**config.mk**
```make
export PLATFORM = sky130hd
export DESIGN_NAME = packet_header_field_extractor_unit_flat
export DESIGN_NICKNAME = d
export VERILOG_FILES = /design/src/hdl/phfe_pkg.sv /design/src/hdl/phfe_stream_if.sv /design/src/hdl/packet_header_field_extractor_unit.sv /design/src/flat_wrapper.sv
export VERILOG_INCLUDE_DIRS = /design/src /design/src/hdl
export SDC_FILE = /design/constraint.sdc
export NUM_CORES = 1
export LEC_CHECK = 0
export BUFFER_PORTS_ARGS = -buffer_cell sky130_fd_sc_hd__buf_2
export CORE_MARGIN = 2
export CORE_UTILIZATION = 37
export CTS_CLUSTER_SIZE = 20
export DETAILED_ROUTE_END_ITERATION = 12
export SETUP_SLACK_MARGIN = 0.3
export SLEW_MARGIN = 40
export SYNTH_ARGS = -nofsm -noshare
export SYNTH_HDL_FRONTEND = slang
export SYNTH_SLANG_ARGS = --single-unit
```
**constraint.sdc**
```tcl
create_clock -name clk_i -period 8.25 [get_ports clk_i]
set_clock_uncertainty 0.2 [all_clocks]
set_input_delay 1.2375 -clock clk_i [delete_from_list [all_inputs] [get_ports clk_i]]
set_output_delay 1.2375 -clock clk_i [all_outputs]
set_load 0.03 [all_outputs]
```
**src/hdl/packet_header_field_extractor_unit_assert.svh**
```systemverilog
// Assertion macros shared by the header field extractor RTL.
`ifndef PACKET_HEADER_FIELD_EXTRACTOR_UNIT_ASSERT_SVH
`define PACKET_HEADER_FIELD_EXTRACTOR_UNIT_ASSERT_SVH

// Same-cycle implication, checked on every rising edge outside reset.
`define PHFE_ASSERT_NOW(label, clk, rst_n, ante, cons, msg) \
  label: assert property (@(posedge clk) disable iff (!rst_n) (ante) |-> (cons)) \
    else $error(msg);

// Next-cycle implication, checked on every rising edge outside reset.
`define PHFE_ASSERT_NEXT(label, clk, rst_n, ante, cons, msg) \
  label: assert property (@(posedge clk) disable iff (!rst_n) (ante) |=> (cons)) \
    else $error(msg);

`endif

```
**src/hdl/phfe_pkg.sv**
```systemverilog
// Types and constants of the packet header field extractor.
package phfe_pkg;

  // Header sizes and offsets within the frame, in bytes.
  localparam logic [15:0] ETH_LEN      = 16'd14;
  localparam logic [15:0] V4_LEN       = 16'd20;
  localparam logic [15:0] V6_LEN       = 16'd40;
  localparam logic [15:0] TCP_LEN      = 16'd20;
  localparam logic [15:0] UDP_LEN      = 16'd8;
  localparam logic [15:0] OFF_TYPE_HI  = 16'd12;
  localparam logic [15:0] OFF_TYPE_LO  = 16'd13;
  localparam logic [15:0] OFF_V4_IHL   = 16'd14;
  localparam logic [15:0] OFF_V4_TOT_H = 16'd16;
  localparam logic [15:0] OFF_V4_TOT_L = 16'd17;
  localparam logic [15:0] OFF_V6_PAY_H = 16'd18;
  localparam logic [15:0] OFF_V6_PAY_L = 16'd19;
  localparam logic [15:0] OFF_V4_FRAG  = 16'd20;
  localparam logic [15:0] OFF_V6_NXT   = 16'd20;
  localparam logic [15:0] OFF_V4_TTL   = 16'd22;
  localparam logic [15:0] OFF_V4_PROTO = 16'd23;

  // Offsets relative to the start of the layer-4 header.
  localparam logic [15:0] L4_PORTS_END = 16'd4;
  localparam logic [15:0] L4_SEQ_END   = 16'd12;
  localparam logic [15:0] L4_DOFF      = 16'd12;
  localparam logic [15:0] L4_FLAGS     = 16'd13;
  localparam logic [15:0] L4_WIN_H     = 16'd14;
  localparam logic [15:0] L4_WIN_L     = 16'd15;

  localparam logic [15:0] TYPE_ARP  = 16'h0806;
  localparam logic [15:0] TYPE_V4   = 16'h0800;
  localparam logic [15:0] TYPE_V6   = 16'h86DD;
  localparam logic [7:0]  PROTO_TCP = 8'd6;
  localparam logic [7:0]  PROTO_UDP = 8'd17;

  typedef enum logic [1:0] {
    L3_NONE = 2'd0,
    L3_ARP  = 2'd1,
    L3_IPV4 = 2'd2,
    L3_IPV6 = 2'd3
  } l3_kind_e;

  // Header fields gathered while a frame streams through.
  typedef struct packed {
    logic [15:0] ether_type;
    logic [5:0]  ip_hdr_len;
    logic [7:0]  ip_proto;
    logic [7:0]  ttl;
    logic [1:0]  frag_bits;
    logic [15:0] tot_len;
    logic [15:0] v6_payload;
    logic [31:0] ports;
    logic [7:0]  ctl_flags;
    logic [15:0] window;
    logic [63:0] seq_ack;
    logic [5:0]  tcp_offset;
  } hdr_state_t;

  // One frame summary word.
  typedef struct packed {
    l3_kind_e    l3_kind;
    logic [7:0]  upper_proto;
    logic [7:0]  ip_ttl;
    logic [5:0]  ip_hdr_bytes;
    logic [1:0]  frag_bits;
    logic [15:0] ip_tot_len;
    logic [31:0] port_pair;
    logic [7:0]  tcp_flag_bits;
    logic [15:0] rx_window;
    logic [63:0] seq_and_ack;
    logic [5:0]  l4_hdr_bytes;
    logic [15:0] payload_bytes;
  } summary_t;

endpackage

```
**src/hdl/phfe_stream_if.sv**
```systemverilog
// Valid/ready channel interfaces for frame bytes and frame summaries.
interface phfe_byte_if;
  logic       valid;
  logic       ready;
  logic [7:0] data_byte;
  logic       frame_end;

  modport source (output valid, output data_byte, output frame_end, input ready);
  modport sink   (input valid, input data_byte, input frame_end, output ready);
endinterface

interface phfe_sum_if;
  logic        valid;
  logic        ready;
  logic [1:0]  l3_kind;
  logic [7:0]  upper_proto;
  logic [7:0]  ip_ttl;
  logic [5:0]  ip_hdr_bytes;
  logic [1:0]  frag_bits;
  logic [15:0] ip_tot_len;
  logic [31:0] port_pair;
  logic [7:0]  tcp_flag_bits;
  logic [15:0] rx_window;
  logic [63:0] seq_and_ack;
  logic [5:0]  l4_hdr_bytes;
  logic [15:0] payload_bytes;

  modport source (
    output valid, input ready,
    output l3_kind, output upper_proto, output ip_ttl, output ip_hdr_bytes, output frag_bits,
    output ip_tot_len, output port_pair, output tcp_flag_bits, output rx_window,
    output seq_and_ack, output l4_hdr_bytes, output payload_bytes
  );
  modport sink (
    input valid, output ready,
    input l3_kind, input upper_proto, input ip_ttl, input ip_hdr_bytes, input frag_bits,
    input ip_tot_len, input port_pair, input tcp_flag_bits, input rx_window,
    input seq_and_ack, input l4_hdr_bytes, input payload_bytes
  );
endinterface

```
**src/hdl/packet_header_field_extractor_unit.sv**
```systemverilog
// Ethernet, IPv4/IPv6 and TCP/UDP header field extractor, top level.
//
// A frame enters one word per cycle on byte_i, one byte per word in wire order, with
// frame_end set on the last word. Each byte is held in an input register, then a short
// piece of logic captures it into whichever header field sits at its offset and the
// offset counter moves on; on the last byte the same logic forms the frame summary,
// loads it into the result register and returns all header state to zero, so the next
// frame can follow in the very next cycle. The block sustains one word per cycle; the
// summary is presented on sum_o from the result register once the last byte moves on.
// Only a last byte can be held back, and only while the previous summary still waits in
// the result register, so ordinary bytes keep flowing while the output is stalled. A field
// is reported only when the frame is long enough to hold its whole fixed header
// (Ethernet 14, IPv4 20, IPv6 40, TCP 20, UDP 8 bytes). Bytes beyond MAX_FRAME_BYTES
// are neither counted nor captured, although a last byte there still closes the frame.
// Frames of other ether types, or too short for their layer-3 header, report kind none
// with every field zero; ARP reports its kind and nothing else.
`include "packet_header_field_extractor_unit_assert.svh"

module packet_header_field_extractor_unit import phfe_pkg::*; #(
  parameter int MAX_FRAME_BYTES = 2048
) (
  input  logic          clk_i,
  input  logic          rst_ni,
  phfe_byte_if.sink     byte_i,
  phfe_sum_if.source    sum_o
);

  // The offset counter only has to reach the frame limit itself.
  localparam int OFF_W = $clog2(MAX_FRAME_BYTES + 1);

  // Input register.
  logic             in_vld_q, in_vld_d;
  logic [7:0]       in_byte_q;
  logic             in_end_q;

  // Frame state.
  logic [OFF_W-1:0] off_q, off_d;
  hdr_state_t       st_q, st_d, cap;

  // Result register.
  logic             out_vld_q, out_vld_d;
  summary_t         res_q, sum;

  logic             adv;
  logic             load;
  logic [15:0]      off_w;
  logic [15:0]      len_w;
  logic             capture_en;
  logic             is_v4;
  logic             is_v6;
  logic [15:0]      l4_start;
  logic [15:0]      l4_rel;
  logic             in_l4;

  // The held byte moves on unless it closes a frame while the previous summary is
  // still waiting to be taken.
  assign adv  = in_vld_q && (!in_end_q || !out_vld_q || sum_o.ready);
  assign load = adv && in_end_q;

  assign byte_i.ready = !in_vld_q || adv;
  assign in_vld_d     = byte_i.valid ? 1'b1 : (adv ? 1'b0 : in_vld_q);

  always_ff @(posedge clk_i or negedge rst_ni) begin
    if (!rst_ni) begin
      in_vld_q <= 1'b0;
    end else begin
      in_vld_q <= in_vld_d;
    end
  end

  always_ff @(posedge clk_i) begin
    if (byte_i.valid && byte_i.ready) begin
      in_byte_q <= byte_i.data_byte;
      in_end_q  <= byte_i.frame_end;
    end
  end

  // Offset bookkeeping; len_w is the accepted length including the held byte.
  assign off_w      = 16'(off_q);
  assign capture_en = off_w < 16'(MAX_FRAME_BYTES);
  assign len_w      = capture_en ? off_w + 16'd1 : off_w;

  // Field capture for the held byte.
  always_comb begin
    cap = st_q;
    if (off_w == OFF_TYPE_HI || off_w == OFF_TYPE_LO) begin
      cap.ether_type = {st_q.ether_type[7:0], in_byte_q};
    end
    // The IHL nibble takes effect at once: with a tiny IHL the layer-4 header may
    // start on this very byte.
    if (off_w == OFF_V4_IHL) begin
      cap.ip_hdr_len = {in_byte_q[3:0], 2'b00};
    end

    is_v4 = (off_w >= ETH_LEN) && (st_q.ether_type == TYPE_V4);
    is_v6 = (off_w >= ETH_LEN) && (st_q.ether_type == TYPE_V6);

    if (is_v4) begin
      if (off_w == OFF_V4_TOT_H || off_w == OFF_V4_TOT_L) begin
        cap.tot_len = {st_q.tot_len[7:0], in_byte_q};
      end
      // DF and MF sit in the first flags byte; only these two bits are kept and the second
      // flags byte is not captured.
      if (off_w == OFF_V4_FRAG) begin
        cap.frag_bits = in_byte_q[6:5];
      end
      if (off_w == OFF_V4_TTL) begin
        cap.ttl = in_byte_q;
      end
      if (off_w == OFF_V4_PROTO) begin
        cap.ip_proto = in_byte_q;
      end
    end else if (is_v6) begin
      if (off_w == OFF_V6_PAY_H || off_w == OFF_V6_PAY_L) begin
        cap.v6_payload = {st_q.v6_payload[7:0], in_byte_q};
      end
      if (off_w == OFF_V6_NXT) begin
        cap.ip_proto = in_byte_q;
      end
    end

    l4_start = is_v4 ? ETH_LEN + 16'(cap.ip_hdr_len) : ETH_LEN + V6_LEN;
    l4_rel   = off_w - l4_start;
    in_l4    = (is_v4 || is_v6) && (off_w >= l4_start) && (l4_rel < TCP_LEN);

    // The layer-4 fields are gathered whatever the protocol; the summary decides
    // whether they count.
    if (in_l4) begin
      if (l4_rel < L4_PORTS_END) begin
        cap.ports = {st_q.ports[23:0], in_byte_q};
      end else if (l4_rel < L4_SEQ_END) begin
        cap.seq_ack = {st_q.seq_ack[55:0], in_byte_q};
      end else if (l4_rel == L4_DOFF) begin
        cap.tcp_offset = {in_byte_q[7:4], 2'b00};
      end else if (l4_rel == L4_FLAGS) begin
        cap.ctl_flags = in_byte_q;
      end else if (l4_rel == L4_WIN_H || l4_rel == L4_WIN_L) begin
        cap.window = {st_q.window[7:0], in_byte_q};
      end
    end

    // Bytes beyond the frame limit leave the state alone.
    if (!capture_en) begin
      cap = st_q;
    end
  end

  // Frame summary, formed from the state as it stands after the held byte.
  always_comb begin
    logic        ip;
    logic [15:0] l4s;
    logic [16:0] hdr_sum;

    sum     = '0;
    ip      = 1'b0;
    l4s     = 16'd0;
    hdr_sum = 17'd0;

    if (len_w >= ETH_LEN) begin
      if (cap.ether_type == TYPE_ARP) begin
        sum.l3_kind = L3_ARP;
      end else if (cap.ether_type == TYPE_V4 && len_w >= ETH_LEN + V4_LEN) begin
        sum.l3_kind      = L3_IPV4;
        sum.upper_proto  = cap.ip_proto;
        sum.ip_ttl       = cap.ttl;
        sum.ip_hdr_bytes = cap.ip_hdr_len;
        sum.frag_bits    = cap.frag_bits;
        sum.ip_tot_len   = cap.tot_len;
        l4s              = ETH_LEN + 16'(cap.ip_hdr_len);
        ip               = 1'b1;
      end else if (cap.ether_type == TYPE_V6 && len_w >= ETH_LEN + V6_LEN) begin
        sum.l3_kind     = L3_IPV6;
        sum.upper_proto = cap.ip_proto;
        l4s             = ETH_LEN + V6_LEN;
        ip              = 1'b1;
      end
    end

    if (ip) begin
      if (cap.ip_proto == PROTO_TCP && len_w >= l4s + TCP_LEN) begin
        sum.port_pair     = cap.ports;
        sum.tcp_flag_bits = cap.ctl_flags;
        sum.rx_window     = cap.window;
        sum.seq_and_ack   = cap.seq_ack;
        sum.l4_hdr_bytes  = cap.tcp_offset;
      end else if (cap.ip_proto == PROTO_UDP && len_w >= l4s + UDP_LEN) begin
        sum.port_pair    = cap.ports;
        sum.l4_hdr_bytes = 6'(UDP_LEN);
      end

      // IPv4 payload is what the total length leaves after both headers; IPv6
      // reports its own payload length field.
      hdr_sum = 17'(sum.ip_hdr_bytes) + 17'(sum.l4_hdr_bytes);
      if (sum.l3_kind == L3_IPV4) begin
        if (sum.l4_hdr_bytes != 6'd0 && 17'(cap.tot_len) > hdr_sum) begin
          sum.payload_bytes = 16'(17'(cap.tot_len) - hdr_sum);
        end
      end else if (sum.l4_hdr_bytes != 6'd0) begin
        sum.payload_bytes = cap.v6_payload;
      end
    end
  end

  // A closing byte returns the frame state to zero for the next frame.
  always_comb begin
    off_d = off_q;
    st_d  = st_q;
    if (adv) begin
      if (in_end_q) begin
        off_d = '0;
        st_d  = '0;
      end else begin
        off_d = OFF_W'(len_w);
        st_d  = cap;
      end
    end
  end

  always_ff @(posedge clk_i or negedge rst_ni) begin
    if (!rst_ni) begin
      off_q <= '0;
      st_q  <= '0;
    end else begin
      off_q <= off_d;
      st_q  <= st_d;
    end
  end

  // Result register.
  assign out_vld_d = load ? 1'b1 : (sum_o.ready ? 1'b0 : out_vld_q);

  always_ff @(posedge clk_i or negedge rst_ni) begin
    if (!rst_ni) begin
      out_vld_q <= 1'b0;
    end else begin
      out_vld_q <= out_vld_d;
    end
  end

  always_ff @(posedge clk_i) begin
    if (load) begin
      res_q <= sum;
    end
  end

  assign sum_o.valid         = out_vld_q;
  assign sum_o.l3_kind       = res_q.l3_kind;
  assign sum_o.upper_proto   = res_q.upper_proto;
  assign sum_o.ip_ttl        = res_q.ip_ttl;
  assign sum_o.ip_hdr_bytes  = res_q.ip_hdr_bytes;
  assign sum_o.frag_bits     = res_q.frag_bits;
  assign sum_o.ip_tot_len    = res_q.ip_tot_len;
  assign sum_o.port_pair     = res_q.port_pair;
  assign sum_o.tcp_flag_bits = res_q.tcp_flag_bits;
  assign sum_o.rx_window     = res_q.rx_window;
  assign sum_o.seq_and_ack   = res_q.seq_and_ack;
  assign sum_o.l4_hdr_bytes  = res_q.l4_hdr_bytes;
  assign sum_o.payload_bytes = res_q.payload_bytes;

  // A new summary only ever comes from a closing byte.
  `PHFE_ASSERT_NOW(a_sum_from_end, clk_i, rst_ni, $rose(out_vld_q), $past(load),
    "summary appeared without a closing byte")

  // Closing a frame clears the offset for the next one.
  `PHFE_ASSERT_NEXT(a_off_cleared, clk_i, rst_ni, load, off_q == '0,
    "offset not cleared after frame end")

  // The offset never runs past the frame limit.
  `PHFE_ASSERT_NOW(a_off_bound, clk_i, rst_ni, 1'b1, 32'(off_q) <= 32'(MAX_FRAME_BYTES),
    "offset beyond frame limit")

  // Without an IP header there can be no layer-4 fields.
  `PHFE_ASSERT_NOW(a_no_l4_without_ip, clk_i, rst_ni,
    out_vld_q && (res_q.l3_kind == L3_NONE || res_q.l3_kind == L3_ARP),
    res_q.port_pair == '0 && res_q.l4_hdr_bytes == '0 && res_q.payload_bytes == '0,
    "layer-4 fields reported without an IP header")

endmodule
```
**src/flat_wrapper.sv**
```systemverilog
// flat-port wrapper written by rule: the top's interface ports become plain ports
module packet_header_field_extractor_unit_flat import phfe_pkg::*;
#(
  parameter int MAX_FRAME_BYTES = 2048
)
  (clk_i, rst_ni, byte_i_valid, byte_i_data_byte, byte_i_frame_end, byte_i_ready, sum_o_valid, sum_o_ready, sum_o_l3_kind, sum_o_upper_proto, sum_o_ip_ttl, sum_o_ip_hdr_bytes, sum_o_frag_bits, sum_o_ip_tot_len, sum_o_port_pair, sum_o_tcp_flag_bits, sum_o_rx_window, sum_o_seq_and_ack, sum_o_l4_hdr_bytes, sum_o_payload_bytes);
  phfe_byte_if byte_i_i ();
  phfe_sum_if sum_o_i ();
  input  logic clk_i;
  input  logic rst_ni;
  input wire logic [$bits(byte_i_i.valid)-1:0] byte_i_valid;
  input wire logic [$bits(byte_i_i.data_byte)-1:0] byte_i_data_byte;
  input wire logic [$bits(byte_i_i.frame_end)-1:0] byte_i_frame_end;
  output wire logic [$bits(byte_i_i.ready)-1:0] byte_i_ready;
  output wire logic [$bits(sum_o_i.valid)-1:0] sum_o_valid;
  input wire logic [$bits(sum_o_i.ready)-1:0] sum_o_ready;
  output wire logic [$bits(sum_o_i.l3_kind)-1:0] sum_o_l3_kind;
  output wire logic [$bits(sum_o_i.upper_proto)-1:0] sum_o_upper_proto;
  output wire logic [$bits(sum_o_i.ip_ttl)-1:0] sum_o_ip_ttl;
  output wire logic [$bits(sum_o_i.ip_hdr_bytes)-1:0] sum_o_ip_hdr_bytes;
  output wire logic [$bits(sum_o_i.frag_bits)-1:0] sum_o_frag_bits;
  output wire logic [$bits(sum_o_i.ip_tot_len)-1:0] sum_o_ip_tot_len;
  output wire logic [$bits(sum_o_i.port_pair)-1:0] sum_o_port_pair;
  output wire logic [$bits(sum_o_i.tcp_flag_bits)-1:0] sum_o_tcp_flag_bits;
  output wire logic [$bits(sum_o_i.rx_window)-1:0] sum_o_rx_window;
  output wire logic [$bits(sum_o_i.seq_and_ack)-1:0] sum_o_seq_and_ack;
  output wire logic [$bits(sum_o_i.l4_hdr_bytes)-1:0] sum_o_l4_hdr_bytes;
  output wire logic [$bits(sum_o_i.payload_bytes)-1:0] sum_o_payload_bytes;
  assign byte_i_i.valid = byte_i_valid;
  assign byte_i_i.data_byte = byte_i_data_byte;
  assign byte_i_i.frame_end = byte_i_frame_end;
  assign byte_i_ready = byte_i_i.ready;
  assign sum_o_valid = sum_o_i.valid;
  assign sum_o_i.ready = sum_o_ready;
  assign sum_o_l3_kind = sum_o_i.l3_kind;
  assign sum_o_upper_proto = sum_o_i.upper_proto;
  assign sum_o_ip_ttl = sum_o_i.ip_ttl;
  assign sum_o_ip_hdr_bytes = sum_o_i.ip_hdr_bytes;
  assign sum_o_frag_bits = sum_o_i.frag_bits;
  assign sum_o_ip_tot_len = sum_o_i.ip_tot_len;
  assign sum_o_port_pair = sum_o_i.port_pair;
  assign sum_o_tcp_flag_bits = sum_o_i.tcp_flag_bits;
  assign sum_o_rx_window = sum_o_i.rx_window;
  assign sum_o_seq_and_ack = sum_o_i.seq_and_ack;
  assign sum_o_l4_hdr_bytes = sum_o_i.l4_hdr_bytes;
  assign sum_o_payload_bytes = sum_o_i.payload_bytes;
  packet_header_field_extractor_unit #(.MAX_FRAME_BYTES(MAX_FRAME_BYTES)) u_core (.clk_i(clk_i), .rst_ni(rst_ni), .byte_i(byte_i_i), .sum_o(sum_o_i));
endmodule
```
# Word level (Yosys, flattened, before mapping)
# Index checks and enable logic that the tools add are counted.
dict set report word_totals {
  register_bits 405
  latchBits 0
  ramBits 0
  rom_bits 0
  input_bits 13
  output_inout_bits 186
  wordCells 157
  memories 0
}
dict set report op_classes {
  n_addsub 8
  n_mul 0
  div_mod_pow 0
  order_cmp 12
  eq_ne 22
  shift 0
  muxes 55
  bitwise_logic 2
  n_reduce_logical 29
}
# op n
set op_table {}
lappend op_table {{198-bit 2-to-1 mux} 2}
lappend op_table {{16-bit 2-to-1 mux} 15}
lappend op_table {{32-bit 2-to-1 mux} 4}
lappend op_table {{126-bit 2-to-1 mux} 1}
lappend op_table {{94-bit 2-to-1 mux} 1}
lappend op_table {{12-bit by 5-bit equality test with 1-bit output (second input constant)} 7}
lappend op_table {{16-bit by 4-bit equality test with 1-bit output (second input constant)} 4}
lappend op_table {{64-bit 2-to-1 mux} 1}
lappend op_table {{16-bit by 12-bit equality test with 1-bit output (second input constant)} 3}
lappend op_table {{24-bit 2-to-1 mux} 2}
lappend op_table {{8-bit 2-to-1 mux} 6}
lappend op_table {{42-bit 2-to-1 mux} 1}
lappend op_table {{40-bit 2-to-1 mux} 1}
lappend op_table {{12-bit by 4-bit equality test with 1-bit output (second input constant)} 3}
lappend op_table {{6-bit 2-to-1 mux} 6}
lappend op_table {{16-bit equality test (second input constant)} 2}
lappend op_table {{16-bit >= comparator} 2}
lappend op_table {{16-bit by 6-bit >= comparator with 1-bit output (second input constant)} 2}
lappend op_table {{26-bit 2-to-1 mux} 1}
lappend op_table {{10-bit 2-to-1 mux} 2}
lappend op_table {{16-bit by 17-bit > comparator with 1-bit output} 1}
lappend op_table {{16-bit by 4-bit adder with 16-bit output (second input constant)} 1}
lappend op_table {{16-bit by 5-bit adder with 16-bit output (second input constant)} 1}
lappend op_table {{12-bit by 16-bit >= comparator with 1-bit output} 1}
lappend op_table {{27 further kinds} 58}

# Longest topological paths before layout
# Gate-level depths: netlist of the first run.
dict set report logic_depth {
  ltp_word 31
  mapped_depth 38
  ltp_nobuf 37
}

# Least setup slack after synthesis of the first run
# No wires, ideal clock.
dict set report synth_timing {
  kind {register to register}
  from {register u_core.off_q[6]}
  to {register u_core.res_q, in the netlist u_core.sum_o.payload_bytes[12], data pin}
  setup_time_ps 262
  arrival_ps 7331
  required_time_ps 7788
  slack_ps 456
  path_stages_with_launch 37
  n_path_buf 5
  period_less_slack_ps 7794
  path_cell_list {dfrtp_1 -> buf_2 -> or4_1 -> or4_1 -> buf_2 -> buf_1 -> mux2i_1 -> ha_1 -> a21oi_1 -> xor2_1 -> and2_1 -> ha_1 -> nand4b_1 -> a211oi_1 -> nor2_1 -> mux2_2 -> nor4_1 -> nand4_1 -> clkbuf_1 -> mux2i_1 -> nor2_1 -> ha_1 -> and2_1 -> a32oi_1 -> nand2b_1 -> xnor2_1 -> ha_1 -> inv_1 -> a21oi_1 -> o21ai_0 -> a21oi_1 -> o21a_1 -> nor2_1 -> a41oi_1 -> o2111ai_4 -> buf_6 -> o22ai_1}
}
dict set report synth_via {
  elab_chain_len 21
  elab_cells_between_ends 88
  cone_classes {8 x add/sub; 12 x order compare; 16 x eq/ne; 38 x mux; 14 x reduce/logical}
}
# element line
set synth_rtl {}
lappend synth_rtl {{start, declared} packet_header_field_extractor_unit.sv:37} ;# logic [OFF_W-1:0] off_q, off_d;
lappend synth_rtl {{start signal, assigned} packet_header_field_extractor_unit.sv:221} ;# off_q <= '0;
lappend synth_rtl {{start signal, assigned} packet_header_field_extractor_unit.sv:224} ;# off_q <= off_d;
lappend synth_rtl {{parallel branches: the longest is 21 deep, another holds 16-bit by 6-bit >= comparator with 1-bit output} -}
lappend synth_rtl {{end signal, assigned} packet_header_field_extractor_unit.sv:242} ;# res_q <= sum;
lappend synth_rtl {{end, declared} packet_header_field_extractor_unit.sv:42} ;# summary_t res_q, sum;
# Several ways; the timed one is not identified. The select of a mux whose other input is x is not followed.
# A chain may end at the register's enable or synchronous reset.

# Worst setup path in the final report of the first run
dict set report layout_timing {
  from {register u_core.off_q[5]}
  to {register u_core.res_q, in the netlist u_core.sum_o.payload_bytes[13], data pin}
}
# Same word-level chain as after synthesis.

==> results of run 1 <==
## worst paths after layout
check / startpoint / end / depth (start not counted)
worst min register to register: u_core.st_q[66] / u_core.st_q[66] / 2
worst max register to register: u_core.off_q[5] / u_core.sum_o.payload_bytes[13] / 33
min in group asynchronous: rst_ni / u_core.st_q[185] / 1
worst max-delay path: u_core.off_q[5] / u_core.sum_o.payload_bytes[13] / 33
max in group asynchronous: rst_ni / u_core.st_q[57] / 2
worst min-delay path: u_core.st_q[66] / u_core.st_q[66] / 2
## cells in the final DEF, fill, tap and decap left out, types with 23 or more instances in the layout
cell / netlist / routed
mux2i_1: 58 / 54
edfxtp_1: 193 / 193
inv_1: 35 / 33
a21oi_1: 159 / 155
dfrtp_1: 212 / 210
nor2_1: 111 / 104
ha_1: 40 / 39
buf_4: 1 / 73
clkbuf_16: 0 / 47
o21ai_0: 193 / 190
a22oi_1: 23 / 23
a22o_1: 33 / 33
nand2_1: 446 / 443
a21boi_0: 122 / 122
buf_2: 14 / 197
## sequential cells by signal (all words and copies together), names as in the netlist, 8 cells and up
name	flops
u_core.sum_o.seq_and_ack	64
u_core.sum_o.ip_ttl	8
u_core.sum_o.port_pair	32
u_core.sum_o.upper_proto	8
u_core.sum_o.ip_tot_len	16
u_core.sum_o.payload_bytes	16
u_core.in_byte_q	8
u_core.sum_o.tcp_flag_bits	8
u_core.st_q	198
u_core.sum_o.rx_window	16
u_core.off_q	12
## cell families (layout without fill, tap and decap cells)
kind of cell             count (synthesis)  after routing  share of synthesized area [%]
AND/OR/NAND/NOR                        715            715                           15.4
AO/OA/AOI/OAI                          620            620                           19.1
other                                    1              1                         0.0185
XOR/XNOR                                40             40                           1.73
buffers and inverters                  178            400                           3.43
adder cells (fa/ha/maj)                 42             42                           2.66
flip-flops                             405            405                           54.7
multiplexers                            60             60                           2.99
## layout make-up
class	count	area (um^2)	share of cell area [%]
Inverter	36	135	0.560
Clock inverter	31	400	1.66
Multi-Input combinational cell	1478	8740	36.2
Timing Repair Buffer	279	1660	6.87
Sequential cell	405	11100	46.0
Clock buffer	54	1240	5.15
Tap cell	696	871	3.61
## worst max-delay path: cells and delay by family (launching register included)
family                   cells  cell delay, ns
XOR/XNOR                     3            0.54
AO/OA/AOI/OAI                8            1.01
adder cells (fa/ha/maj)      4            1.19
buffers and inverters        4            0.61
flip-flops                   1            0.38
multiplexers                 3            0.75
AND/OR/NAND/NOR             11            2.67
## per-layer routing
metal  global-route usage [%]  routed length [um]  vias up
met5                        0                   0        -
li1                         -                   -     7702
met4                     5.95                1660        0
met3                     3.42                3430      108
met2                     33.2               27800      555
met1                     29.1               26900     8151
## repair_timing
item | 4_1_cts | 5_1_grt
setup endpoints to repair | 15 | 16
pin swaps | 1 | 11
buffers inserted | 1 | 8
gates resized for setup | 3 | 37
## stage by stage
stage | util, % | instances | power (W)
CTS | 44.3 | 2971 | 0.00539
detailed placement | 41.2 | 2885 | 0.00317
global placement | 41.1 | 2885 | 0.00313
finish | 44.7 | 2979 | 0.00535
floorplan | - | 2061 | 0.00294
global route | 44.7 | 2979 | 0.00558
## power by group
| part | total (W) | switching [W] | internal, W |
|---|---|---|---|
| Sequential | 0.00250 | 0.000174 | 0.00232 |
| Clock | 0.00221 | 0.000875 | 0.00134 |
| Combinational | 0.000636 | 0.000421 | 0.000215 |
| Total | 0.00535 | 0.00147 | 0.00388 |
==> reports/results.txt, run 1 <==
DR WL/cell: 20.1 um
Startpoint Class: register
Reg2Reg Setup Slack: 0.62 ns
Overall routed net length: 59,800 um
Placed cell areas: 22,200 um^2
Drt drc: 0
Most frequent cell after synthesis: nand2_1
Most area-consuming cells after synthesis: edfxtp_1 29%, dfrtp_1 26%, nand2_1 8.2%, o21ai_0 4.8%, a21boi_0 4.5%
Starting Density: 37.6%
Skew-Pair Late Insertion Delay: 0.59 ns
Root Driver: clkbuf_16
Final setup fails: 0
Rel. slew slack: 41.8%
Clock transition at path regs: 0.06 ns
Primary FF master, synth: dfrtp_1
Initial antenna violation count: 0
Fill count: 5,032
# port buffers: 198
Setup Slack @ Placement: 0.0452 ns
Register area share after synthesis: 54.7%
Fraction of the cycle the final worst path needs: 92.5%
Layout cells sized above 1: 18.6%
Final WS setup: 0.621 ns
Clk buf depth: 3
Vias in the first global route: 15,700
Largest net degree at the start of global routing: 108
Post-CTS Hold Fix Bufs: 0
Area leader, netlist: edfxtp_1
Total track usage: 20.8%
Num rows: 85
Syn avg cell area: 9.85 um^2
DR iter-0 viols: 1,660
Leakage power: 9.84 nW
CP Data Required Time: 8.38 ns
WHS: 0.281 ns
CTS tree: yes
Synth unique cells: 80
Final Cell Area: 24,100 um^2
Number of buffers created by CTS: 46
Worst min path class: reg2reg
Die ar.: 56,800 um^2
N_diodes: 0
Worst-path fanout max: 10
First-pass GRT wire length: 92,100 um
Die width: 238 um
Mapped Nets: 2,116
Post-synth top area share: 28.5%
Syn. warnings: 0
Least-Margin Pin Slew: 0.874 ns
H-tree levels: 2
Final HPWL DP: 38,900 um
Total clock sinks: 405
Nets: 2,301
Final hold vios: 0
Via-to-Cell Ratio: 5.54
RSZ-0062 raised after global routing: false
CP peak stage delay: 0.60 ns
Status: complete, no violations
Synth Register Bits: 405
Kind of critical path: reg2reg
Pwr dens: 221 nW/um^2
Number of synthesized flops with an enable pin: 193
Synth top cells by count: 446 x nand2_1, 212 x dfrtp_1, 193 x edfxtp_1, 193 x o21ai_0, 159 x a21oi_1
# IOs: 199
Pins Over Slew Limit: 0
1st-pass router iterations: 5
Mapped Area: 20,300 um^2
Via count: 16,500
Achievable Freq: 131 MHz
Maxcap violations: 0
Die Y: 238 um
Worst path slowest cell: or4_4
Setup TNS: 0 ns
Core area: 54,000 um^2
Crit path DAT: 7.75 ns
Global route overflow: 0
Minimum clock period: 7.63 ns
Antenna Nets Post-Route: 0
Ys async rst share: 52.3%
GPL Wtd Cong: 0.914
Critical Path End Type: register
Area Overhead vs Synth: 18.9%
Max IR drop VDD: 137 uV
Post-Syn Instances: 2,061
No activity file was read; power rests on OpenSTA's default activity.
==> run 2, diff against run 1 <==
- clock period: 8.25 -> 9.47 ns (I/O delays scaled with it)
==> run 2 against run 1 <==
Net effect: worst hold slack got worse by 0.0030 ns; final area fell by 2.2%; setup slack improved by 0.25 ns; critical endpoint is now u_core.sum_o.payload_bytes[9].
==> reports/results.txt, run 2 (synthesis gave the netlist of run 1 again) <==
Status: complete, no violations
Core Util, Final: 43.7%
Starting Density: 37.6%
Max IR drop VDD: 136 uV
Area of the multi-input gates: 8590 um^2
Setup Slack @ Placement: 0.519 ns
Area Overhead vs Synth: 16.3%
1st-pass router iterations: 5
Critical Path End Type: register
Register area: 11,100 um^2
Pins Over Slew Limit: 0
Largest net degree at the start of global routing: 93
CP peak stage delay: 0.64 ns
Num rows: 85
Least-Margin Pin Slew: 0.816 ns
Final WS setup: 0.873 ns
Worst min path class: reg2reg
Global route overflow: 0
Via-to-Cell Ratio: 5.55
Root Driver: clkbuf_16
Overall routed net length: 58,400 um
Setup TNS: 0 ns
Fill count: 5,095
Vias in the first global route: 15,600
Nets: 2,254
Worst path slowest cell: or4_4
Die width: 238 um
Clk buf depth: 3
# port buffers: 198
Layout cells sized above 1: 15.4%
Die ar.: 56,800 um^2
CTS tree: yes
Via count: 16,300
Most frequent cells in the layout: 443 x nand2_1, 211 x dfrtp_1, 197 x buf_2, 193 x o21ai_0, 193 x edfxtp_1
Fraction of the cycle the final worst path needs: 90.8%
Reg with most FFs: u_core.st_q
Max FFs per register: 198
Clock transition at path regs: 0.06 ns
Total track usage: 20.4%
Core area: 54,000 um^2
H-tree levels: 2
Commonest non-fill, non-tap cell in the layout: nand2_1
Crit path DAT: 8.70 ns
Maxcap violations: 0
RSZ-0062 raised after global routing: false
Minimum clock period: 8.60 ns
CP Data Required Time: 9.58 ns
Number of buffers created by CTS: 46
Achievable Freq: 116 MHz
Pwr dens: 196 nW/um^2
Die Y: 238 um
Total clock sinks: 405
Skew-Pair Late Insertion Delay: 0.58 ns
N_diodes: 0
Final HPWL DP: 37,100 um
Rel. slew slack: 45.0%
Final hold vios: 0
Initial antenna violation count: 0
First-pass GRT wire length: 91,300 um
Antenna Nets Post-Route: 0
DR WL/cell: 19.9 um
Startpoint Class: register
Kind of critical path: reg2reg
# IOs: 199
DR iter-0 viols: 1,455
Leakage power: 9.62 nW
Final setup fails: 0
Worst-path fanout max: 17
Drt drc: 0
GPL Wtd Cong: 0.896
==> run 2: power by group <==
group | internal (W) | switching (W) | total (W)
Sequential | 0.00202 | 0.000152 | 0.00217
Clock | 0.00116 | 0.000764 | 0.00192
Combinational | 0.000183 | 0.000353 | 0.000536
==> run 2: repair_timing <==
action,in CTS,in global routing
hold buffers,0,0
setup buffers,0,1
gates resized for setup,0,6
setup endpoints to repair,0,16
==> run 2: cell type report <==
type,instances,area share [%]
tap,696,3.69
clock inverter,33,1.76
clock buffer,53,5.08
inverter,36,0.572
timing repair buffer,232,5.48
multi-input combinational,1478,36.4
sequential,405,47.0
==> run 2: layer usage <==
metal,share of wire (%),global-route usage [%],vias up,wire length [um]
met5,0,0,-,0
met1,46,29.1,8042,26900
met3,5.2,3.10,96,3070
met2,46,32.1,510,27000
li1,-,-,7619,-
met4,2.5,5.89,0,1460
==> run 2: worst max-delay path: cells and delay by family, from the launching register on <==
kind	cells	cell delay, ns
AO/OA/AOI/OAI	12	2.30
XOR/XNOR	2	0.43
adder cells (fa/ha/maj)	3	1.00
buffers and inverters	2	0.26
flip-flops	1	0.57
multiplexers	1	0.41
AND/OR/NAND/NOR	10	3.13
==> run 2: path summary, 6_finish.rpt <==
| kind | startpoint | to | slack [ns] | cells after the start |
|---|---|---|---|---|
| max in group asynchronous | rst_ni | u_core.off_q[3] | 7.26 | 2 |
| setup / recovery | u_core.off_q[4] | u_core.sum_o.payload_bytes[9] | 0.87 | 30 |
| setup reg to reg | u_core.off_q[4] | u_core.sum_o.payload_bytes[9] | 0.87 | 30 |
| hold / removal | u_core.st_q[119] | u_core.st_q[119] | 0.28 | 2 |
| hold reg to reg | u_core.st_q[119] | u_core.st_q[119] | 0.28 | 2 |
| min in group asynchronous | rst_ni | u_core.st_q[79] | 0.60 | 1 |
==> run 2: through the flow <==
step / total power (W) / cell area [um^2] / instances / hold slack, ns
after floorplan: 0.00255 / 20300 / 2061 / 0.249
after global placement: 0.00271 / 21900 / 2845 / 0.258
after detailed placement: 0.00274 / 21900 / 2845 / 0.271
after CTS: 0.00468 / 23600 / 2931 / 0.285
after global routing: 0.00484 / 23600 / 2933 / 0.311
final: 0.00463 / 23600 / 2933 / 0.278
